File: src/hw/rtl/stpg_pkg.sv
`timescale 1ns / 1ps
`default_nettype none
// ----------------------------------------------------------------------------
// stpg_pkg: shared types and constants for the step pulse generator
// Operation codes, register indexes, reset values and the structs passed
// between the move planner, the phase timer and the top level.
// ----------------------------------------------------------------------------
package stpg_pkg;

  // Input operation codes
  typedef enum logic [2:0] {
    OP_TICK   = 3'd0,
    OP_MOVE   = 3'd1,
    OP_GOTO   = 3'd2,
    OP_ZERO   = 3'd3,
    OP_ENABLE = 3'd4
  } op_t;

  // Configuration register indexes
  localparam logic [1:0] CFG_HIGH_TICKS  = 2'd0;
  localparam logic [1:0] CFG_STEP_PERIOD = 2'd1;
  localparam logic [1:0] CFG_LOWER_BOUND = 2'd2;
  localparam logic [1:0] CFG_UPPER_BOUND = 2'd3;

  // Configuration reset values
  localparam logic [15:0]        RESET_HIGH_TICKS  = 16'd750;
  localparam logic [15:0]        RESET_STEP_PERIOD = 16'd760;
  localparam logic signed [15:0] RESET_LOWER_BOUND = 16'sh8000;
  localparam logic signed [15:0] RESET_UPPER_BOUND = 16'sh7FFF;

  // Planned move from a relative move or go-to command
  typedef struct packed {
    logic        start;   // a move takes effect
    logic        dir;     // 1 counts position up
    logic [15:0] steps;   // clamped step count
  } move_t;

  // Phase timer result for one tick
  typedef struct packed {
    logic        active;
    logic        pulse_high;
    logic [15:0] countdown;
    logic        step;    // rising edge: take one step
  } tick_t;

endpackage
`default_nettype wire

File: src/hw/rtl/stepper_step_pulse_generator.sv
`timescale 1ns / 1ps
`default_nettype none
// ----------------------------------------------------------------------------
// stepper_step_pulse_generator: step/direction pulse generator, one motor
// Each input transfer is a timer tick or a command (relative move, go-to,
// zero position, set enable); each one yields one result transfer holding
// the pin levels, position, remaining steps and busy flag after it.
//
// Channels: input (in_valid/in_ready), result (out_valid/out_ready) and a
// configuration write port (cfg_valid/cfg_ready, cfg_index, cfg_data) that
// is always ready; write it only while no item is in flight.
// Pipeline: the input register, then the result register; the motor state
// is updated as an item moves from the first to the second. Throughput: one
// item per cycle while out_ready stays high, set by the single state update
// between the input register and the result register.
// Stall: the result register holds while out_ready is low; the input
// register takes one more item, then in_ready drops until the result
// moves on.
// Reset (rst, synchronous): registers go to their reset values, position
// and steps clear, pin low, driver disabled, both pipeline stages empty.
// ----------------------------------------------------------------------------
module stepper_step_pulse_generator #(
  parameter int POSITION_BITS = 16
) (
  input  wire logic               clk,
  input  wire logic               rst,
  // Input channel
  input  wire logic               in_valid,
  output logic                    in_ready,
  input  wire logic [2:0]         operation,
  input  wire logic               move_dir,
  input  wire logic [15:0]        step_count,
  input  wire logic signed [15:0] target_position,
  input  wire logic               enable_flag,
  // Result channel
  output logic                    out_valid,
  input  wire logic               out_ready,
  output logic                    step_pin,
  output logic                    dir_pin,
  output logic                    enable_pin_n,
  output logic signed [15:0]      current_position,
  output logic [15:0]             steps_left,
  output logic                    busy_res,
  // Configuration port
  input  wire logic               cfg_valid,
  output logic                    cfg_ready,
  input  wire logic [1:0]         cfg_index,
  input  wire logic [15:0]        cfg_data
);

  // Configuration registers
  logic [15:0]        high_ticks;
  logic [15:0]        step_period;
  logic signed [15:0] lower_bound;
  logic signed [15:0] upper_bound;

  // Input register
  logic               s1_valid;
  logic [2:0]         s1_operation;
  logic               s1_move_dir;
  logic [15:0]        s1_step_count;
  logic signed [15:0] s1_target;
  logic               s1_enable_flag;
  logic               s1_advance;

  // Motor state
  logic [POSITION_BITS-1:0] position_count;
  logic [POSITION_BITS-1:0] position_count_next;
  logic [15:0]              remaining_steps;
  logic [15:0]              remaining_steps_next;
  logic [15:0]              phase_countdown;
  logic [15:0]              phase_countdown_next;
  logic                     pulse_high;
  logic                     pulse_high_next;
  logic                     active;
  logic                     active_next;
  logic                     direction_bit;
  logic                     direction_bit_next;
  logic                     driver_enabled;
  logic                     driver_enabled_next;

  stpg_pkg::op_t   op;
  stpg_pkg::move_t move;
  stpg_pkg::tick_t tick;

  assign cfg_ready  = 1'b1;
  assign s1_advance = s1_valid && (!out_valid || out_ready);
  assign in_ready   = !s1_valid || s1_advance;
  assign op         = stpg_pkg::op_t'(s1_operation);

  // Write configuration registers
  always_ff @(posedge clk) begin
    if (rst) begin
      high_ticks  <= stpg_pkg::RESET_HIGH_TICKS;
      step_period <= stpg_pkg::RESET_STEP_PERIOD;
      lower_bound <= stpg_pkg::RESET_LOWER_BOUND;
      upper_bound <= stpg_pkg::RESET_UPPER_BOUND;
    end else if (cfg_valid && cfg_ready) begin
      unique case (cfg_index)
        stpg_pkg::CFG_HIGH_TICKS:  high_ticks  <= cfg_data;
        stpg_pkg::CFG_STEP_PERIOD: step_period <= cfg_data;
        stpg_pkg::CFG_LOWER_BOUND: lower_bound <= signed'(cfg_data);
        stpg_pkg::CFG_UPPER_BOUND: upper_bound <= signed'(cfg_data);
        default: ;
      endcase
    end
  end

  // Capture an input transfer
  always_ff @(posedge clk) begin
    if (rst) begin
      s1_valid <= 1'b0;
    end else if (in_ready) begin
      s1_valid <= in_valid;
    end
  end

  always_ff @(posedge clk) begin
    if (in_valid && in_ready) begin
      s1_operation   <= operation;
      s1_move_dir    <= move_dir;
      s1_step_count  <= step_count;
      s1_target      <= target_position;
      s1_enable_flag <= enable_flag;
    end
  end

  stpg_move #(
    .PosBits (POSITION_BITS)
  ) u_move (
    .position        (position_count),
    .is_goto         (op == stpg_pkg::OP_GOTO),
    .move_dir        (s1_move_dir),
    .step_count      (s1_step_count),
    .target_position (s1_target),
    .lower_bound     (lower_bound),
    .upper_bound     (upper_bound),
    .move            (move)
  );

  stpg_timer u_timer (
    .active        (active),
    .pulse_high    (pulse_high),
    .countdown     (phase_countdown),
    .steps_pending (remaining_steps != '0),
    .high_ticks    (high_ticks),
    .step_period   (step_period),
    .tick          (tick)
  );

  // Apply one item to the motor state
  always_comb begin
    position_count_next  = position_count;
    remaining_steps_next = remaining_steps;
    phase_countdown_next = phase_countdown;
    pulse_high_next      = pulse_high;
    active_next          = active;
    direction_bit_next   = direction_bit;
    driver_enabled_next  = driver_enabled;
    unique case (op) inside
      stpg_pkg::OP_TICK: begin
        active_next          = tick.active;
        pulse_high_next      = tick.pulse_high;
        phase_countdown_next = tick.countdown;
        if (tick.step) begin
          remaining_steps_next = remaining_steps - 16'd1;
          position_count_next  = direction_bit ?
                                 (position_count + POSITION_BITS'(1)) :
                                 (position_count - POSITION_BITS'(1));
        end
      end
      stpg_pkg::OP_MOVE, stpg_pkg::OP_GOTO: begin
        if (move.start) begin
          direction_bit_next   = move.dir;
          remaining_steps_next = move.steps;
          if (!active) begin
            active_next          = 1'b1;
            phase_countdown_next = 16'd1;
          end
        end
      end
      stpg_pkg::OP_ZERO:   position_count_next = '0;
      stpg_pkg::OP_ENABLE: driver_enabled_next = s1_enable_flag;
      default: ;
    endcase
  end

  // Hold motor state
  always_ff @(posedge clk) begin
    if (rst) begin
      position_count  <= '0;
      remaining_steps <= '0;
      phase_countdown <= '0;
      pulse_high      <= 1'b0;
      active          <= 1'b0;
      direction_bit   <= 1'b0;
      driver_enabled  <= 1'b0;
    end else if (s1_advance) begin
      position_count  <= position_count_next;
      remaining_steps <= remaining_steps_next;
      phase_countdown <= phase_countdown_next;
      pulse_high      <= pulse_high_next;
      active          <= active_next;
      direction_bit   <= direction_bit_next;
      driver_enabled  <= driver_enabled_next;
    end
  end

  // Result register
  always_ff @(posedge clk) begin
    if (rst) begin
      out_valid <= 1'b0;
    end else if (s1_advance) begin
      out_valid <= 1'b1;
    end else if (out_ready) begin
      out_valid <= 1'b0;
    end
  end

  always_ff @(posedge clk) begin
    if (s1_advance) begin
      step_pin         <= pulse_high_next;
      dir_pin          <= direction_bit_next;
      enable_pin_n     <= !driver_enabled_next;
      current_position <= signed'(16'(position_count_next));
      steps_left       <= remaining_steps_next;
      busy_res         <= active_next;
    end
  end

  // The phase countdown runs exactly while the block is active
  assert property (@(posedge clk) disable iff (rst)
    active == (phase_countdown != '0))
    else $error("phase countdown disagrees with active flag");

  // A high step pin only occurs during an active move
  assert property (@(posedge clk) disable iff (rst)
    pulse_high |-> active)
    else $error("step pin high while idle");

  // A stalled result with a queued item blocks new input
  assert property (@(posedge clk) disable iff (rst)
    (out_valid && !out_ready && s1_valid) |-> !in_ready)
    else $error("input accepted while both stages are full");

  // A state update always produces a result
  assert property (@(posedge clk) disable iff (rst)
    s1_advance |=> out_valid)
    else $error("state updated without a result");

endmodule
`default_nettype wire

File: src/hw/rtl/stpg_move.sv
`timescale 1ns / 1ps
`default_nettype none
// ----------------------------------------------------------------------------
// stpg_move: move planner
// Turns a relative move or a go-to target into a direction and a step
// count clamped so that the position stays within the configured bounds.
// ----------------------------------------------------------------------------
module stpg_move #(
  parameter int PosBits = 16
) (
  input  wire logic [PosBits-1:0] position,
  input  wire logic               is_goto,
  input  wire logic               move_dir,
  input  wire logic [15:0]        step_count,
  input  wire logic signed [15:0] target_position,
  input  wire logic signed [15:0] lower_bound,
  input  wire logic signed [15:0] upper_bound,
  output stpg_pkg::move_t         move
);

  localparam int W = ((PosBits > 16) ? PosBits : 16) + 2;

  logic signed [W-1:0] pos_w;
  logic signed [W-1:0] target_w;
  logic signed [W-1:0] lower_w;
  logic signed [W-1:0] upper_w;
  logic signed [W-1:0] span;
  logic signed [W-1:0] limit;
  logic signed [W-1:0] req_w;
  logic                goto_up;
  logic [15:0]         goto_steps;
  logic                req_dir;
  logic [15:0]         req_steps;

  assign pos_w    = W'(signed'(position));
  assign target_w = W'(target_position);
  assign lower_w  = W'(lower_bound);
  assign upper_w  = W'(upper_bound);

  // Derive direction and saturated distance for a go-to
  assign goto_up    = target_w > pos_w;
  assign span       = goto_up ? (target_w - pos_w) : (pos_w - target_w);
  assign goto_steps = (span[W-1:16] != '0) ? 16'hFFFF : span[15:0];

  assign req_dir   = is_goto ? goto_up : move_dir;
  assign req_steps = is_goto ? goto_steps : step_count;
  assign req_w     = signed'({{(W-16){1'b0}}, req_steps});

  // Room left before the bound in the move direction
  assign limit = req_dir ? (upper_w - pos_w) : (pos_w - lower_w);

  // Clamp the count; a position already past the bound gives zero
  always_comb begin
    move.start = !is_goto || (target_w != pos_w);
    move.dir   = req_dir;
    if (limit < 0) begin
      move.steps = '0;
    end else if (req_w > limit) begin
      move.steps = limit[15:0];
    end else begin
      move.steps = req_steps;
    end
  end

endmodule
`default_nettype wire

File: src/hw/rtl/stpg_timer.sv
`timescale 1ns / 1ps
`default_nettype none
// ----------------------------------------------------------------------------
// stpg_timer: step phase timer
// Counts down the current phase on each tick and, at the compare event,
// alternates between the high and low phase or ends the move.
// ----------------------------------------------------------------------------
module stpg_timer (
  input  wire logic        active,
  input  wire logic        pulse_high,
  input  wire logic [15:0] countdown,
  input  wire logic        steps_pending,
  input  wire logic [15:0] high_ticks,
  input  wire logic [15:0] step_period,
  output stpg_pkg::tick_t  tick
);

  logic [15:0] high_time;
  logic [15:0] low_time;

  // Hold high time at 1 minimum; low time is the rest of the period, or 1 if the period is not longer
  assign high_time = (high_ticks == '0) ? 16'd1 : high_ticks;
  assign low_time  = (step_period > high_time) ? (step_period - high_time) : 16'd1;

  always_comb begin
    tick.active     = active;
    tick.pulse_high = pulse_high;
    tick.countdown  = countdown;
    tick.step       = 1'b0;
    if (active) begin
      if (countdown > 16'd1) begin
        // Advance the running phase
        tick.countdown = countdown - 16'd1;
      end else if (!steps_pending) begin
        // Drop the pin and go idle
        tick.active     = 1'b0;
        tick.pulse_high = 1'b0;
        tick.countdown  = '0;
      end else if (pulse_high) begin
        tick.pulse_high = 1'b0;
        tick.countdown  = low_time;
      end else begin
        tick.pulse_high = 1'b1;
        tick.countdown  = high_time;
        tick.step       = 1'b1;
      end
    end
  end

endmodule
`default_nettype wire

File: config.mk
export PLATFORM = sky130hd
export DESIGN_NAME = stepper_step_pulse_generator
export DESIGN_NICKNAME = d
export VERILOG_FILES = /design/src/hw/rtl/stpg_pkg.sv /design/src/hw/rtl/stepper_step_pulse_generator.sv /design/src/hw/rtl/stpg_move.sv /design/src/hw/rtl/stpg_timer.sv
export SDC_FILE = /design/constraint.sdc
export NUM_CORES = 1
export LEC_CHECK = 0
export BUFFER_PORTS_ARGS = -buffer_cell sky130_fd_sc_hd__buf_2
export CORE_AREA = 2 2 146 290
export CTS_BUF_LIST = sky130_fd_sc_hd__clkbuf_8
export DETAILED_ROUTE_END_ITERATION = 10
export DIE_AREA = 0 0 148 292
export HOLD_SLACK_MARGIN = 0.02
export SYNTH_ARGS = -nofsm -noshare
export SYNTH_HDL_FRONTEND = slang
export SYNTH_HIERARCHICAL = 1
export SYNTH_SLANG_ARGS = --single-unit
File: constraint.sdc
create_clock -name clk -period 6.7 [get_ports clk]
set_input_delay 1.34 -clock clk [delete_from_list [all_inputs] [get_ports clk]]
set_output_delay 1.34 -clock clk [all_outputs]
set_load 0.02 [all_outputs]
==> metrics.txt <==
Fin. Hold Viols=0; sequential power share=0.416; Peak VDD IR=0.0001041 V; post-synth cell types=just over 90; fin nets=1984; P per Cell Area=201.6 nW/um^2; chip height=about 290 um; TritonCTS buffer count=17; Rel. slew slack=0.2209; filler instances=approximately 4300; H-tree depth=4; Worst path top cell family by delay=compound AO/OA/AOI/OAI gates; hold-fix buffer count after cts=0; gr ovfl total=0; Avg WL per Cell=about 22 um; Critical Path End Type=flop; yosys warns=6; gpl congestion=0.9908; Clock transition at path regs=roughly 0.11 ns; sw frac=0.3752; crit path launch type=flop; row count=approximately 110; Final HPWL DP=~42000 um; RSZ-0062 raised after global routing=false; clock latency on the worst-skew pair=~0.52 ns; setup repair bufs after CTS=0; Final period util=0.9421; clock root buffer=clkbuf_8; CTS resizes=0; Arr. time, crit path=6.77 ns; combinational share of power=0.330; post-layout util=0.3825; clock buffer depth=2; Synth Register Bits=about 190; DR pass1 iterations=6; EDFF count, synth=73; Layout area overhead=10.58%; Setup violations, final=0; Mapped Avg Cell Area=~8 um^2; post-synth net total=roughly 1900; Critical Path RT=around 7.2 ns; IO Port Bufs=97; DRC Markers=0; die extent in x=148 um; ys flop type=dfxtp_1; clock network power share=0.254; Top Ports=slightly below 100; worst slew pin tran=around 1.1 ns; Die Footprint=43220 um^2; All-Layer GR Usage=0.2401; Initial DRC Count=slightly below 900; leakage power=roughly 6.3 nW; sequential area share after synthesis=0.3212; largest net degree at the start of global routing=68; Vias=about 14000; Max Freq=between 150 and 200 MHz; cell count after synthesis=about 1700; Power Internal=1.975 mW; critical path type=flop to flop; Initial Utilization=0.3459; Setup TNS Final=0 ns; slowest stage cell, crit path=ha_2; clk sinks=~190; vias in the first global route=~14000; CP Cell Sequence=ha_2, nand4_1, nor4_4, a21o_2, nor2_2, nor2_1, buf_4, mux2i_1, o311ai_0, xnor2_1, a21oi_1, ha_1, a2111oi_0, o211ai_1, o211a_1, or3_1, o22ai_1, nand2b_1, maj3_1, o22ai_1, o21ai_1, nor2_1, nor3_2; Hold Crit Class=flop to flop; post-route ant nets=0; buffer and inverter count on the worst path=1; status=completed; first-pass GRT wire length=78420 um; max_cap viols=0; Slew Viols, Final=0; crit path max fanout=8; Core ar.=40990 um^2; detailed-route wire length=52560 um; switching pwr=around 1.2 mW; total power=between 3 and 4 mW; post-layout min period=~6.3 ns; Vias per Instance=about 5.8; Post-Syn Area=roughly 14000 um^2; Fin Clk Skew=~0.018 ns; Critical Path Max Stage Delay=between 0.5 and 0.6 ns; share of cells above drive strength 1=0.1271; initial antenna violation count=2; TritonCTS clock tree=done; ys async rst share=0
[registers in the layout (all words and copies together), names as in the netlist, 16 cells and up]
| name | count |
|---|---|
| current_position | 16 |
| high_ticks | 16 |
| lower_bound | 16 |
| phase_countdown | 16 |
| position_count | 16 |
| remaining_steps | 16 |
| s1_step_count | 16 |
| s1_target | 16 |
| step_period | 16 |
| steps_left | 16 |
| upper_bound | 16 |
[per-stage QoR]
step | worst slack (ns) | cell area [um^2] | hold WS, ns | cells
2_1_floorplan | 1.255 | 14180 | 0.4363 | 1730
3_3_place_gp | 0.1317 | 15250 | 0.4444 | 2320
3_5_place_dp | 0.1632 | 15250 | 0.4477 | 2320
4_1_cts | 0.1341 | 15650 | 0.4621 | 2352
5_1_grt | 0.01212 | 15680 | 0.4873 | 2353
6_report | 0.3878 | 15680 | 0.4604 | 2353
[cell usage in the layout (no fill, tap or decap), types with 18 or more instances in the layout]
cell,n
nand2_1,235
nor2_1,157
a21oi_1,141
dfxtp_1,118
ha_1,113
inv_1,107
buf_2,96
o21ai_0,79
edfxtp_1,73
nor3_1,57
buf_4,41
xnor2_1,38
a21o_1,35
nand3b_1,35
nand3_1,26
a211oi_1,24
nor2b_1,23
a22oi_1,21
o211ai_1,19
mux2i_1,19
o21a_1,19
xor2_1,18
clkbuf_8,18
[cell families after synthesis]
group                      count (synthesis)  synth area share
adders and majority gates                122            0.1105
and+or+nand+nor                          657            0.2249
muxes                                     31           0.02391
DFF                                      191            0.3212
buffers and inverters                    191           0.05674
AOI/OAI and AO/OA                        480            0.2273
other                                      1         0.0002645
xor gates and xnor gates                  57           0.03521
[path summary, 6_finish.rpt]
| check | slack [ns] | endpoint | start | cells past startpoint |
|---|---|---|---|---|
| hold / removal | 0.46 | lower_bound[7] | lower_bound[7] | 2 |
| hold reg to reg | 0.46 | lower_bound[7] | lower_bound[7] | 2 |
| setup / recovery | 0.39 | remaining_steps[13] | position_count[11] | 23 |
| setup reg to reg | 0.39 | remaining_steps[13] | position_count[11] | 23 |
[worst reg2reg max path, delay by kind of cell, from the launching register on]
family	cells	cell delay, ns
mux	1	0.24
buf+inv	1	0.26
xor+xnor	1	0.44
fa+ha+maj	3	0.94
flops	1	0.49
compound gates	9	2.01
simple gates	8	1.87
[cells in the mapped netlist (all sizes together), types with 6 or more instances]
library cell / count / area, um^2
nand2: 236 / 888.4
nor2: 160 / 608.1
a21oi: 142 / 721.9
dfxtp: 118 / 2362
ha: 114 / 1426
inv: 109 / 411.7
o21ai: 93 / 465.5
edfxtp: 73 / 2192
nor3: 62 / 347.8
clkbuf: 47 / 176.4
xnor2: 39 / 341.6
a21o: 36 / 271.5
buf: 35 / 216.5
nand3b: 35 / 262.8
a211oi: 30 / 255.2
nand3: 26 / 130.1
nor2b: 23 / 143.9
a22oi: 21 / 157.7
mux2i: 21 / 226.5
o211ai: 21 / 167.7
nor4: 20 / 155.2
o21a: 19 / 142.6
xor2: 18 / 157.7
nand2b: 17 / 106.4
or3: 16 / 105.1
nand4: 15 / 93.84
a31oi: 13 / 81.33
o31ai: 12 / 90.09
nor3b: 11 / 82.58
mux2: 10 / 112.6
a2111oi: 9 / 110.1
o21bai: 9 / 67.56
or2: 9 / 56.31
and2: 7 / 43.79
and3: 6 / 37.54
fa: 6 / 120.1
o22ai: 6 / 37.54
or4: 6 / 48.80
[power groups by stage]
stage               Clock, mW  Combinational, mW  Sequential (mW)
finish                  0.803               1.04             1.32
global placement            0               1.01             1.34
floorplan                   0              0.686             1.34
CTS                     0.827               1.03             1.32
detailed placement          0               1.02             1.34
global route            0.862               1.12             1.32
[metal layers]
| layer | global-route usage | part of all wire | vias up |
|---|---|---|---|
| met2 | 0.4484 | 0.52 | 536 |
| met4 | 0.2142 | 0.10 | 2 |
| li1 | - | - | 6401 |
| met1 | 0.2192 | 0.33 | 6424 |
| met3 | 0.03500 | 0.042 | 199 |
| met5 | 0 | 0.00025 | - |
[final cells by class]
type	instances	area, um^2	share of cell area
multi-input cells	1348	8851	0.5645
flip-flops and latches	191	4554	0.2905
repair buffers	137	788.3	0.05028
well taps	535	669.4	0.04269
inverters	109	411.6	0.02625
clock buffers	18	247.7	0.01580
clock inverters	14	153.9	0.009816
diodes	1	2.502	0.0001596
Note: power is estimated with default switching activity, not from simulation.
